### config.mk
export PLATFORM = sky130hd
export DESIGN_NAME = priority_task_scheduler
export DESIGN_NICKNAME = d
export VERILOG_FILES = /design/src/rtl/core/pts_pkg.sv /design/src/rtl/core/pts_ram.sv /design/src/rtl/core/pts_ctrl.sv /design/src/rtl/core/pts_datapath.sv /design/src/rtl/core/priority_task_scheduler.sv
export SDC_FILE = /design/constraint.sdc
export NUM_CORES = 2
export LEC_CHECK = 0
export BUFFER_PORTS_ARGS = -buffer_cell sky130_fd_sc_hd__clkbuf_2
export CAP_MARGIN = 20
export CORE_MARGIN = 1
export CORE_UTILIZATION = 40
export DETAILED_ROUTE_END_ITERATION = 8
export PLACE_DENSITY = 0.51
export SLEW_MARGIN = 20
export SYNTH_ARGS = -nofsm -noshare
export SYNTH_HDL_FRONTEND = slang
export SYNTH_SLANG_ARGS = --single-unit
### constraint.sdc
create_clock -name i_clk -period 5.5 [get_ports i_clk]
set_input_delay 1.65 -clock i_clk [delete_from_list [all_inputs] [get_ports i_clk]]
set_output_delay 1.65 -clock i_clk [all_outputs]
set_load 0.005 [all_outputs]
### src/rtl/core/pts_pkg.sv
package pts_pkg;

    localparam int NUM_TASKS_DEF      = 64;
    localparam int NUM_PRIORITIES_DEF = 3;

    localparam int OP_W     = 2;
    localparam int ID_W     = 6;
    localparam int PRIO_W   = 2;
    localparam int STATUS_W = 3;
    localparam int SEQ_W    = 32;

    localparam int S_TDATA_W = 16;
    localparam int M_TDATA_W = 16;

    localparam logic [OP_W-1:0] OP_SCHEDULE   = 2'd0;
    localparam logic [OP_W-1:0] OP_DESCHEDULE = 2'd1;
    localparam logic [OP_W-1:0] OP_TAKE       = 2'd2;

    localparam logic [STATUS_W-1:0] ST_QUEUED     = 3'd0;
    localparam logic [STATUS_W-1:0] ST_RAISED     = 3'd1;
    localparam logic [STATUS_W-1:0] ST_IGNORED    = 3'd2;
    localparam logic [STATUS_W-1:0] ST_REMOVED    = 3'd3;
    localparam logic [STATUS_W-1:0] ST_NOT_QUEUED = 3'd4;
    localparam logic [STATUS_W-1:0] ST_DELIVERED  = 3'd5;
    localparam logic [STATUS_W-1:0] ST_EMPTY      = 3'd6;

    typedef struct packed {
        logic capture;
        logic rd_id;
        logic check;
        logic scan_start;
        logic scan_issue;
        logic take_finish;
        logic no_work;
        logic clr_write;
        logic emit;
    } t_ctrl_cmd;

    typedef struct packed {
        logic [OP_W-1:0] op;
        logic            run_enable;
        logic            scan_last;
        logic            clr_last;
        logic            out_free;
    } t_ctrl_sts;

endpackage

### src/rtl/core/pts_ram.sv
module pts_ram #(
    parameter int WIDTH = 8,
    parameter int DEPTH = 64
) (
    input  logic                     i_clk,
    input  logic                     i_wr_en,
    input  logic [$clog2(DEPTH)-1:0] i_wr_addr,
    input  logic [WIDTH-1:0]         i_wr_data,
    input  logic [$clog2(DEPTH)-1:0] i_rd_addr,
    output logic [WIDTH-1:0]         o_rd_data
);

    logic [WIDTH-1:0] r_mem [DEPTH];
    logic [WIDTH-1:0] r_rd_data;

    always_ff @(posedge i_clk) begin
        if (i_wr_en) begin
            r_mem[i_wr_addr] <= i_wr_data;
        end
        r_rd_data <= r_mem[i_rd_addr];
    end

    assign o_rd_data = r_rd_data;

endmodule

### src/rtl/core/pts_ctrl.sv
module pts_ctrl (
    input  logic                  i_clk,
    input  logic                  i_rst_n,
    input  logic                  i_s_tvalid,
    output logic                  o_s_tready,
    input  pts_pkg::t_ctrl_sts    i_sts,
    output pts_pkg::t_ctrl_cmd    o_cmd
);

    localparam logic [2:0] S_CLEAR     = 3'd0;
    localparam logic [2:0] S_IDLE      = 3'd1;
    localparam logic [2:0] S_READ      = 3'd2;
    localparam logic [2:0] S_CHECK     = 3'd3;
    localparam logic [2:0] S_SCAN      = 3'd4;
    localparam logic [2:0] S_SCAN_WAIT = 3'd5;
    localparam logic [2:0] S_TAKE      = 3'd6;
    localparam logic [2:0] S_DONE      = 3'd7;

    logic [2:0] r_state;
    logic [2:0] n_state;

    always_ff @(posedge i_clk) begin
        if (!i_rst_n) begin
            r_state <= S_CLEAR;
        end else begin
            r_state <= n_state;
        end
    end

    always_comb begin
        n_state = r_state;
        o_cmd   = '0;
        unique case (r_state)
            S_CLEAR: begin
                o_cmd.clr_write = 1'b1;
                if (i_sts.clr_last) begin
                    n_state = S_IDLE;
                end
            end
            S_IDLE: begin
                if (i_s_tvalid) begin
                    o_cmd.capture = 1'b1;
                    n_state       = S_READ;
                end
            end
            S_READ: begin
                unique case (i_sts.op) inside
                    pts_pkg::OP_SCHEDULE, pts_pkg::OP_DESCHEDULE: begin
                        o_cmd.rd_id = 1'b1;
                        n_state     = S_CHECK;
                    end
                    pts_pkg::OP_TAKE: begin
                        if (i_sts.run_enable) begin
                            o_cmd.scan_start = 1'b1;
                            n_state          = S_SCAN;
                        end else begin
                            o_cmd.no_work = 1'b1;
                            n_state       = S_DONE;
                        end
                    end
                    default: begin
                        o_cmd.no_work = 1'b1;
                        n_state       = S_DONE;
                    end
                endcase
            end
            S_CHECK: begin
                o_cmd.check = 1'b1;
                n_state     = S_DONE;
            end
            S_SCAN: begin
                o_cmd.scan_issue = 1'b1;
                if (i_sts.scan_last) begin
                    n_state = S_SCAN_WAIT;
                end
            end
            S_SCAN_WAIT: begin
                n_state = S_TAKE;
            end
            S_TAKE: begin
                o_cmd.take_finish = 1'b1;
                n_state           = S_DONE;
            end
            S_DONE: begin
                if (i_sts.out_free) begin
                    o_cmd.emit = 1'b1;
                    n_state    = S_IDLE;
                end
            end
            default: begin
                n_state = S_CLEAR;
            end
        endcase
    end

    assign o_s_tready = (r_state == S_IDLE);

endmodule

### src/rtl/core/pts_datapath.sv
module pts_datapath #(
    parameter int NUM_TASKS      = pts_pkg::NUM_TASKS_DEF,
    parameter int NUM_PRIORITIES = pts_pkg::NUM_PRIORITIES_DEF
) (
    input  logic                           i_clk,
    input  logic                           i_rst_n,
    input  logic [pts_pkg::S_TDATA_W-1:0]  i_s_tdata,
    input  logic                           i_cfg_valid,
    input  logic                           i_cfg_data,
    output logic                           o_m_tvalid,
    input  logic                           i_m_tready,
    output logic [pts_pkg::M_TDATA_W-1:0]  o_m_tdata,
    input  pts_pkg::t_ctrl_cmd             i_cmd,
    output pts_pkg::t_ctrl_sts             o_sts
);

    localparam int AW = $clog2(NUM_TASKS);
    localparam int PW = $clog2(NUM_PRIORITIES);
    localparam int SW = pts_pkg::SEQ_W;
    localparam int DW = 1 + PW + SW;
    localparam logic [AW-1:0] LAST_IDX = AW'(NUM_TASKS - 1);
    localparam logic [PW-1:0] TOP_PRIO = PW'(NUM_PRIORITIES - 1);

    logic [pts_pkg::OP_W-1:0]     in_op;
    logic [pts_pkg::ID_W-1:0]     in_id;
    logic [pts_pkg::PRIO_W-1:0]   in_pr;
    logic [PW-1:0]                in_pr_sat;

    logic [pts_pkg::OP_W-1:0]     r_op;
    logic [pts_pkg::ID_W-1:0]     r_id;
    logic                         r_id_ok;
    logic [PW-1:0]                r_pr;
    logic                         r_run_enable;
    logic [SW-1:0]                r_seq_cnt;
    logic [SW-1:0]                n_seq_cnt;

    logic [pts_pkg::STATUS_W-1:0] r_res_status;
    logic [pts_pkg::ID_W-1:0]     r_res_task;
    logic [pts_pkg::STATUS_W-1:0] n_res_status;

    logic [AW-1:0]                r_scan_idx;
    logic                         r_eval_vld;
    logic [AW-1:0]                r_eval_idx;
    logic                         r_found;
    logic [AW-1:0]                r_best_idx;
    logic [PW-1:0]                r_best_pri;
    logic [SW-1:0]                r_best_seq;
    logic [AW-1:0]                r_clr_idx;

    logic                         r_out_valid;
    logic [pts_pkg::STATUS_W-1:0] r_out_status;
    logic [pts_pkg::ID_W-1:0]     r_out_task;

    logic [AW-1:0]                id_addr;
    logic                         wr_en;
    logic [AW-1:0]                wr_addr;
    logic [DW-1:0]                wr_data;
    logic [AW-1:0]                rd_addr;
    logic [DW-1:0]                rd_data;
    logic                         rd_queued;
    logic [PW-1:0]                rd_pri;
    logic [SW-1:0]                rd_seq;
    logic [SW-1:0]                seq_diff;
    logic                         better;
    logic                         out_free;

    assign in_op = i_s_tdata[1:0];
    assign in_id = i_s_tdata[7:2];
    assign in_pr = i_s_tdata[9:8];
    assign in_pr_sat = (int'(in_pr) >= NUM_PRIORITIES) ? TOP_PRIO : PW'(in_pr);

    assign id_addr   = AW'(r_id);
    assign rd_queued = rd_data[DW-1];
    assign rd_pri    = rd_data[SW +: PW];
    assign rd_seq    = rd_data[SW-1:0];
    assign seq_diff  = rd_seq - r_best_seq;
    assign better    = !r_found || (rd_pri > r_best_pri) ||
                       ((rd_pri == r_best_pri) && seq_diff[SW-1]);
    assign out_free  = !r_out_valid || i_m_tready;
    assign rd_addr   = i_cmd.rd_id ? id_addr : r_scan_idx;

    pts_ram #(
        .WIDTH (DW),
        .DEPTH (NUM_TASKS)
    ) u_slot_ram (
        .i_clk     (i_clk),
        .i_wr_en   (wr_en),
        .i_wr_addr (wr_addr),
        .i_wr_data (wr_data),
        .i_rd_addr (rd_addr),
        .o_rd_data (rd_data)
    );

    always_comb begin
        wr_en        = 1'b0;
        wr_addr      = id_addr;
        wr_data      = '0;
        n_seq_cnt    = r_seq_cnt;
        n_res_status = r_res_status;
        if (i_cmd.clr_write) begin
            wr_en   = 1'b1;
            wr_addr = r_clr_idx;
        end else if (i_cmd.check) begin
            if (r_op == pts_pkg::OP_SCHEDULE) begin
                n_res_status = pts_pkg::ST_IGNORED;
                if (r_id_ok && (!rd_queued || (rd_pri < r_pr))) begin
                    n_seq_cnt    = r_seq_cnt + 1'b1;
                    wr_en        = 1'b1;
                    wr_data      = {1'b1, r_pr, n_seq_cnt};
                    n_res_status = rd_queued ? pts_pkg::ST_RAISED : pts_pkg::ST_QUEUED;
                end
            end else begin
                n_res_status = pts_pkg::ST_NOT_QUEUED;
                if (r_id_ok && rd_queued) begin
                    wr_en        = 1'b1;
                    n_res_status = pts_pkg::ST_REMOVED;
                end
            end
        end else if (i_cmd.take_finish) begin
            wr_addr      = r_best_idx;
            wr_en        = r_found;
            n_res_status = r_found ? pts_pkg::ST_DELIVERED : pts_pkg::ST_EMPTY;
        end else if (i_cmd.no_work) begin
            n_res_status = (r_op == pts_pkg::OP_TAKE) ? pts_pkg::ST_EMPTY
                                                     : pts_pkg::ST_IGNORED;
        end
    end

    always_ff @(posedge i_clk) begin
        if (!i_rst_n) begin
            r_run_enable <= 1'b1;
            r_seq_cnt    <= '0;
            r_clr_idx    <= '0;
            r_eval_vld   <= 1'b0;
            r_found      <= 1'b0;
            r_out_valid  <= 1'b0;
        end else begin
            if (i_cfg_valid) begin
                r_run_enable <= i_cfg_data;
            end
            r_seq_cnt  <= n_seq_cnt;
            r_eval_vld <= i_cmd.scan_issue;
            if (i_cmd.clr_write) begin
                r_clr_idx <= r_clr_idx + 1'b1;
            end
            if (i_cmd.scan_start) begin
                r_found <= 1'b0;
            end else if (r_eval_vld && rd_queued && better) begin
                r_found <= 1'b1;
            end
            if (i_cmd.emit) begin
                r_out_valid <= 1'b1;
            end else if (i_m_tready) begin
                r_out_valid <= 1'b0;
            end
        end
    end

    always_ff @(posedge i_clk) begin
        if (i_cmd.capture) begin
            r_op    <= in_op;
            r_id    <= in_id;
            r_id_ok <= (int'(in_id) < NUM_TASKS);
            r_pr    <= in_pr_sat;
        end
        if (i_cmd.scan_start) begin
            r_scan_idx <= '0;
        end else if (i_cmd.scan_issue) begin
            r_scan_idx <= r_scan_idx + 1'b1;
        end
        r_eval_idx <= r_scan_idx;
        if (r_eval_vld && rd_queued && better) begin
            r_best_idx <= r_eval_idx;
            r_best_pri <= rd_pri;
            r_best_seq <= rd_seq;
        end
        r_res_status <= n_res_status;
        if (i_cmd.check || i_cmd.no_work) begin
            r_res_task <= '0;
        end else if (i_cmd.take_finish) begin
            r_res_task <= r_found ? pts_pkg::ID_W'(r_best_idx) : '0;
        end
        if (i_cmd.emit) begin
            r_out_status <= r_res_status;
            r_out_task   <= r_res_task;
        end
    end

    assign o_sts.op         = r_op;
    assign o_sts.run_enable = r_run_enable;
    assign o_sts.scan_last  = (r_scan_idx == LAST_IDX);
    assign o_sts.clr_last   = (r_clr_idx == LAST_IDX);
    assign o_sts.out_free   = out_free;

    assign o_m_tvalid = r_out_valid;
    assign o_m_tdata  = {{(pts_pkg::M_TDATA_W - pts_pkg::STATUS_W - pts_pkg::ID_W){1'b0}},
                         r_out_task, r_out_status};

endmodule

### src/rtl/core/priority_task_scheduler.sv
// Priority task scheduler with first-in-first-out order inside each priority. Each request
// on the input stream schedules, deschedules or takes the next task, and gives exactly one
// response on the output stream. Schedule and deschedule read the task's slot and check it
// before the response is offered, a take-next while halted or an unknown operation is
// answered without a table read, and an enabled take-next first scans the slot table,
// which reads one slot per cycle from its single-read-port memory. The next request can be
// accepted in the same cycle as the response is offered. A response waits in the output
// register while the receiver stalls; the block still takes the next request and stalls
// only once the following response is ready behind it. After reset a clearing pass empties
// the table before the first request is accepted; the run enable register may be written at
// any time while the block is idle.
module priority_task_scheduler #(
    parameter int NUM_TASKS      = pts_pkg::NUM_TASKS_DEF,
    parameter int NUM_PRIORITIES = pts_pkg::NUM_PRIORITIES_DEF
) (
    input  logic                          i_clk,
    input  logic                          i_rst_n,
    input  logic                          i_s_axis_tvalid,
    output logic                          o_s_axis_tready,
    // operation [1:0], task_id [7:2], priority_req [9:8], zero above.
    input  logic [pts_pkg::S_TDATA_W-1:0] i_s_axis_tdata,
    output logic                          o_m_axis_tvalid,
    input  logic                          i_m_axis_tready,
    // status [2:0], task_out [8:3], zero above.
    output logic [pts_pkg::M_TDATA_W-1:0] o_m_axis_tdata,
    input  logic                          i_cfg_valid,
    output logic                          o_cfg_ready,
    input  logic                          i_cfg_data
);

    pts_pkg::t_ctrl_cmd cmd;
    pts_pkg::t_ctrl_sts sts;
    logic               s_ready;

    pts_ctrl u_ctrl (
        .i_clk      (i_clk),
        .i_rst_n    (i_rst_n),
        .i_s_tvalid (i_s_axis_tvalid),
        .o_s_tready (s_ready),
        .i_sts      (sts),
        .o_cmd      (cmd)
    );

    pts_datapath #(
        .NUM_TASKS      (NUM_TASKS),
        .NUM_PRIORITIES (NUM_PRIORITIES)
    ) u_datapath (
        .i_clk       (i_clk),
        .i_rst_n     (i_rst_n),
        .i_s_tdata   (i_s_axis_tdata),
        .i_cfg_valid (i_cfg_valid),
        .i_cfg_data  (i_cfg_data),
        .o_m_tvalid  (o_m_axis_tvalid),
        .i_m_tready  (i_m_axis_tready),
        .o_m_tdata   (o_m_axis_tdata),
        .i_cmd       (cmd),
        .o_sts       (sts)
    );

    assign o_s_axis_tready = s_ready;
    assign o_cfg_ready     = 1'b1;

endmodule
## Word level (Yosys, flattened, before mapping)

Memory sizes are Yosys's and may differ from the RTL's. A register that Yosys moved wholly into a read port is not among the register bits.
Cells that the tools add are included.

| cells by class | value |
|---|---|
| bitwise logic cells | 2 |
| order comparisons | 3 |
| multiplexer cells | 51 |
| add/sub/neg operators | 4 |
| reductions and logical operators | 21 |
| eq/ne operators | 16 |

Operators by type and width:

| cell | count |
|---|---|
| $mux W35 | 4 |
| $mux W3 | 11 |
| $add A32 B1 Y32 const B | 1 |
| $sub A32 B32 Y32 | 1 |
| $mux W6 | 5 |
| $mux W1 | 26 |
| $pmux W3 S7 | 1 |
| $add A6 B1 Y6 const B | 2 |
| $eq A3 B3 Y1 const B | 4 |
| $eq A6 B6 Y1 const B | 2 |
| $reduce_and A4 Y1 | 2 |
| $eq A3 B2 Y1 const B | 2 |
| $ne A2 B2 Y1 const B | 3 |
| $pmux W3 S2 | 1 |
| $reduce_or A2 Y1 | 3 |
| $logic_or A1 B1 Y1 | 5 |
| $mux W2 | 2 |
| $eq A3 B1 Y1 const B | 1 |
| $logic_and A1 B1 Y1 | 3 |
| $logic_not A1 Y1 | 3 |
| $logic_not A3 Y1 | 1 |
| $reduce_bool A3 Y1 | 1 |
| $eq A2 B1 Y1 const B | 1 |
| $eq A2 B2 Y1 | 1 |
| other kinds (10) | 11 |

| word-level totals | value |
|---|---|
| memories kept | 1 |
| logic and storage cells | 117 |
| register bits after elaboration | 125 |
| output and inout bits | 19 |
| memory bits (writable) | 2240 |
| input bits | 22 |

Memory list:

| name | depth | bits a word | rd ports | clocked after Yosys merged registers in | write ports | RTL line | RTL |
|---|---|---|---|---|---|---|---|
| u_datapath.u_slot_ram.r_mem | 64 | 35 | 1 | 1 | 1 | pts_ram.sv:13 | `logic [WIDTH-1:0] r_mem [DEPTH];` |

## Longest topological paths before layout

| logic depth | value |
|---|---|
| word-level depth | 8 |
| depth in mapped cells | 13 |
| depth with buffers taken out | 9 |

## Modules after synthesis

Synthesis repeated with hierarchy kept, for this count alone.

| unflattened totals | value |
|---|---|
| cell total of the unflattened synthesis | 4478 |
| area, all modules | 92585.0 um2 |

By module, submodules not included:

| module | times used | sequential area each (um2) | cells each | area each (um2) |
|---|---|---|---|---|
| pts_ram | 1 | 67965.2 | 3835 | 86167.6 |
| pts_datapath | 1 | 3062.9 | 605 | 6120.9 |
| pts_ctrl | 1 | 60.1 | 36 | 285.3 |
| priority_task_scheduler | 1 | 0.0 | 2 | 11.3 |

## Worst setup path before layout

OpenSTA, ideal clock, no wires.

| path | value |
|---|---|
| path kind | reg2reg |
| start | register u_ctrl.r_state[0] |
| end | memory u_datapath.u_slot_ram.r_mem[60][0] in the netlist's numbering (enable) |
| clock period less this slack | 4643 ps |
| required time | 5030 ps |
| setup slack | 857 ps |
| library setup time | 470 ps |
| stages on the path, launching flop included | 9 |
| path buffers | 3 |
| arrival | 4173 ps |
| cells stage by stage | dfxtp_1 buf_6 and3b_1 clkbuf_1 clkbuf_1 mux2i_1 o21ai_1 nand3_1 nor3_1 |

| between the ends | value |
|---|---|
| word-level cells in the longest chain between the ends | 7 |
| elaborated cells on any way between the ends | 14 |
| classes of those cells | 2 x eq/ne; 11 x mux; 1 x reduce/logical |

Ends and longest elaborated chain:

| item | RTL line | RTL |
|---|---|---|
| start, declared | pts_ctrl.sv:19 | `logic [2:0] r_state;` |
| start signal, assigned | pts_ctrl.sv:26 | `r_state <= n_state;` |
| $eq A3 B3 Y1 | pts_ctrl.sv:33 | `unique case (r_state)` |
| $mux W1 | pts_ctrl.sv:33 |  |
| $mux W1 | pts_datapath.sv:119 | `end else if (i_cmd.take_finish) begin` |
| $mux W1 | pts_datapath.sv:103 | `end else if (i_cmd.check) begin` |
| $mux W1 | pts_datapath.sv:100 | `if (i_cmd.clr_write) begin` |
| $mux W1 | pts_ram.sv:17 | `if (i_wr_en) begin` |
| $mux W1 (not written as such) | pts_ram.sv:18 | `r_mem[i_wr_addr] <= i_wr_data;` |
| end, declared | pts_ram.sv:13 |  |

Parallel ways exist; a longest one is shown, timed or not.

## Final worst setup path

| path | value |
|---|---|
| start | register u_ctrl.r_state[0] |
| end | register u_datapath.u_slot_ram.r_rd_data[33], in the netlist u_datapath.u_slot_ram.o_rd_data[33], read port of u_datapath.u_slot_ram.r_mem |

| between the ends | value |
|---|---|
| word-level cells in the longest chain between the ends | 3 |

Ends and longest elaborated chain:

| item | RTL line | RTL |
|---|---|---|
| $eq A3 B2 Y1 | pts_ctrl.sv:33 |  |
| $mux W1 | pts_ctrl.sv:33 |  |
| $mux W6 | pts_datapath.sv:80 | `assign rd_addr = i_cmd.rd_id ? id_addr : r_scan_idx;` |
| end, declared | pts_ram.sv:14 | `logic [WIDTH-1:0] r_rd_data;` |

Every way passes these cells.
A chain may end at the register's enable or synchronous reset.

==> metrics.txt <==
antenna violations before repair 26; NetSw 10.6 mW; storage element area 71100 um2; DRC 0; post-route setup TNS 0 ns; fill count 20100; CP Class reg2reg; first-pass GRT wire length about 410000 um; CTS buffer count 277; cell-internal power 31.7 mW; Cell Chain, Critical Path nor4b_4 -> buf_4 -> mux2i_4 -> buf_12 -> buf_12 -> buf_4 -> mux4_2 -> a22oi_1 -> and4_1 -> nand4_1; Initial Utilization 0.403; count of cell types in the netlist 60; top cells by area, synth edfxtp_1 74%, nand2_1 6.3%, mux4_2 2.9%; register area share after synthesis 0.764; multi-input logic area 20900 um2; # Max-Cap Violations 0; number of synthesized flops with an enable pin 2302; Tcrit/Tclk final 0.851; synth cell count leaders 2302 x edfxtp_1, 1555 x nand2_1, 481 x nand3_1; Nets 6609; First-pass DRT Iterations 6; f_max 214 MHz; Yosys reg bits 2400; power density over the cells 394 nW/um2; worst-margin pin slew 1.08 ns; CTS max path bufs 4; routed wire length 295000 um; final setup fails 0; switching fraction of total power 0.251; Critical Path Max Stage Delay 0.69 ns; # port buffers 26; CP Capture Type flip-flop; synthesized cell area ~93000 um2; Synth Instances 6336; GPL Wtd Cong 0.840; detailed placer's ending HPWL approximately 170000 um; crit path buf inv count 4; Hold Fails Final Rpt 0; Max VDD drop 0.345 mV; via/cell ratio 5.75; post-CTS sizing 0; power share of the clock group 0.405; Worst EP arrival 5.39 ns; post-route ant nets 0; largest net degree at the start of global routing 92; Final Max Tran Viols 0; number of H-tree levels 5; Logic pwr share 0.108; Die Footprint around 230000 um2; FFs w/ async S/R, synth 0; Top delay family on crit path simple AND/OR/NAND/NOR gates; post-route cell area 107000 um2; RSZ-0062 raised after global routing false; clk slew on worst S/H paths about 0.060 ns; Post-CTS Setup Bufs 0; yosys warns 0; Die Height 484 um; vias in the first global route about 54000; via count 56200; placed cell area 99000 um2; DR WL/cell 30.2 um; Sink Count 2400; CP max-delay cell nor4b_4; core area 231000 um2; clk_skew approximately 0.059 ns; Root Buffer clkbuf_16; row cnt 176; slew margin rel. 0.279; initial DRC count between 6000 and 7000; worst-path maximum fanout 18; global route overflow 0; CTS tree yes; GRT Util Overall 0.249; clk_lat worst skew between 0.9 and 1 ns; CTS Hold Bufs 0; Pleak ~36 nW; Layout area overhead 15.4%; minimum clock period 4.68 ns; most common cell in the netlist edfxtp_1; share of the synthesized area in the top cell type 0.743; top cell type by total area after synthesis edfxtp_1; Req. time, crit path 6.21 ns; Hold Path Class reg2reg; Flop pwr share 0.486; status finished clean; Die Span X between 400 and 500 um; Top FF cell, synth edfxtp_1; share of post-route cells with drive strength above 1 0.134; Syn Area/Cell ~15 um2; Boundary Pins 41; startpoint type of the worst setup path flip-flop
==> cells in the final DEF, fill, tap and decap left out, types with 118 or more instances in the layout <==
cell type,Yosys,routed
buf_4,19,225
edfxtp_1,2302,2302
nand2_1,1555,1553
a21oi_1,182,176
a22oi_1,145,145
a31oi_1,212,212
nand4_1,169,169
clkbuf_16,0,284
mux4_2,118,118
nand3_1,481,481
==> kinds of logic after synthesis <==
kind of cell	count (synthesis)	share of synthesized area
buf+inv	425	0.0208
simple gates	2517	0.118
fa+ha+maj	36	0.00484
xor+xnor	55	0.00518
compound gates	701	0.0492
flops	2400	0.764
other cells	2	0.0000807
mux	200	0.0374
==> metrics by stage <==
step / cells / power [mW] / setup WS, ns / utilization / hold slack (ns)
after global placement: 9294 / 25.5 / 0.763 / 0.429 / 0.387
final: 9770 / 42.3 / 0.818 / 0.465 / 0.405
after CTS: 9764 / 42.6 / 0.730 / 0.465 / 0.403
after floorplan: 6342 / 23.5 / 0.857 / - / 0.384
after global routing: 9767 / 43.6 / 0.668 / 0.465 / 0.408
after detailed placement: 9296 / 25.5 / 0.768 / 0.429 / 0.389
==> state kept, by name (all words and copies together) (netlist names), 6 cells and up <==
| register | count |
|---|---|
| u_datapath.r_res_task | 6 |
| u_datapath.u_slot_ram.o_rd_data | 35 |
| u_datapath.u_slot_ram.r_mem | 2240 |
| u_datapath.r_best_seq | 32 |
| u_datapath.r_best_idx | 6 |
| u_datapath.r_seq_cnt | 32 |
| u_datapath.r_scan_idx | 6 |
| u_datapath.r_out_task | 6 |
| u_datapath.id_addr | 6 |
| u_datapath.r_eval_idx | 6 |
| u_datapath.r_clr_idx | 6 |
==> power by group through the flow <==
stage	Clock, mW	Sequential (mW)	Combinational (mW)
CTS	17.4	20.6	4.60
detailed placement	0	20.9	4.58
global placement	0	20.9	4.56
floorplan	0	20.9	2.65
finish	17.2	20.6	4.59
global route	18.1	20.6	4.92
==> worst register-to-register path, cell delays in order, from the launching register on <==
cell	delay, ns
dfxtp_1	0.49
nor4b_4	0.69
buf_4	0.26
mux2i_4	0.58
buf_12	0.29
buf_12	0.21
buf_4	0.26
mux4_2	0.53
a22oi_1	0.27
and4_1	0.57
nand4_1	0.32
==> worst paths after layout <==
kind         slack [ns]  cells after the start                                   to                     start
max reg2reg        0.82                     10  u_datapath.u_slot_ram.o_rd_data[33]         u_ctrl.r_state[0]
max                0.82                     10  u_datapath.u_slot_ram.o_rd_data[33]         u_ctrl.r_state[0]
min reg2reg        0.40                      0             u_datapath.r_best_idx[0]  u_datapath.r_eval_idx[0]
min                0.40                      0             u_datapath.r_best_idx[0]  u_datapath.r_eval_idx[0]
==> layout make-up <==
| type | count | area share |
|---|---|---|
| inverters | 41 | 0.00143 |
| clock inverters | 108 | 0.00704 |
| clock buffers | 360 | 0.0700 |
| well taps | 3026 | 0.0353 |
| diodes | 4 | 0.0000933 |
| multi-input cells | 3517 | 0.195 |
| flip-flops and latches | 2400 | 0.663 |
| repair buffers | 314 | 0.0288 |
==> routing by layer <==
layer,part of all wire,routed length [um],track usage
met1,0.42,124000,0.344
met4,0.034,10100,0.0831
met3,0.080,23500,0.0487
met2,0.47,138000,0.393
met5,0.00025,74,0
No activity file was read; power rests on OpenSTA's default activity.
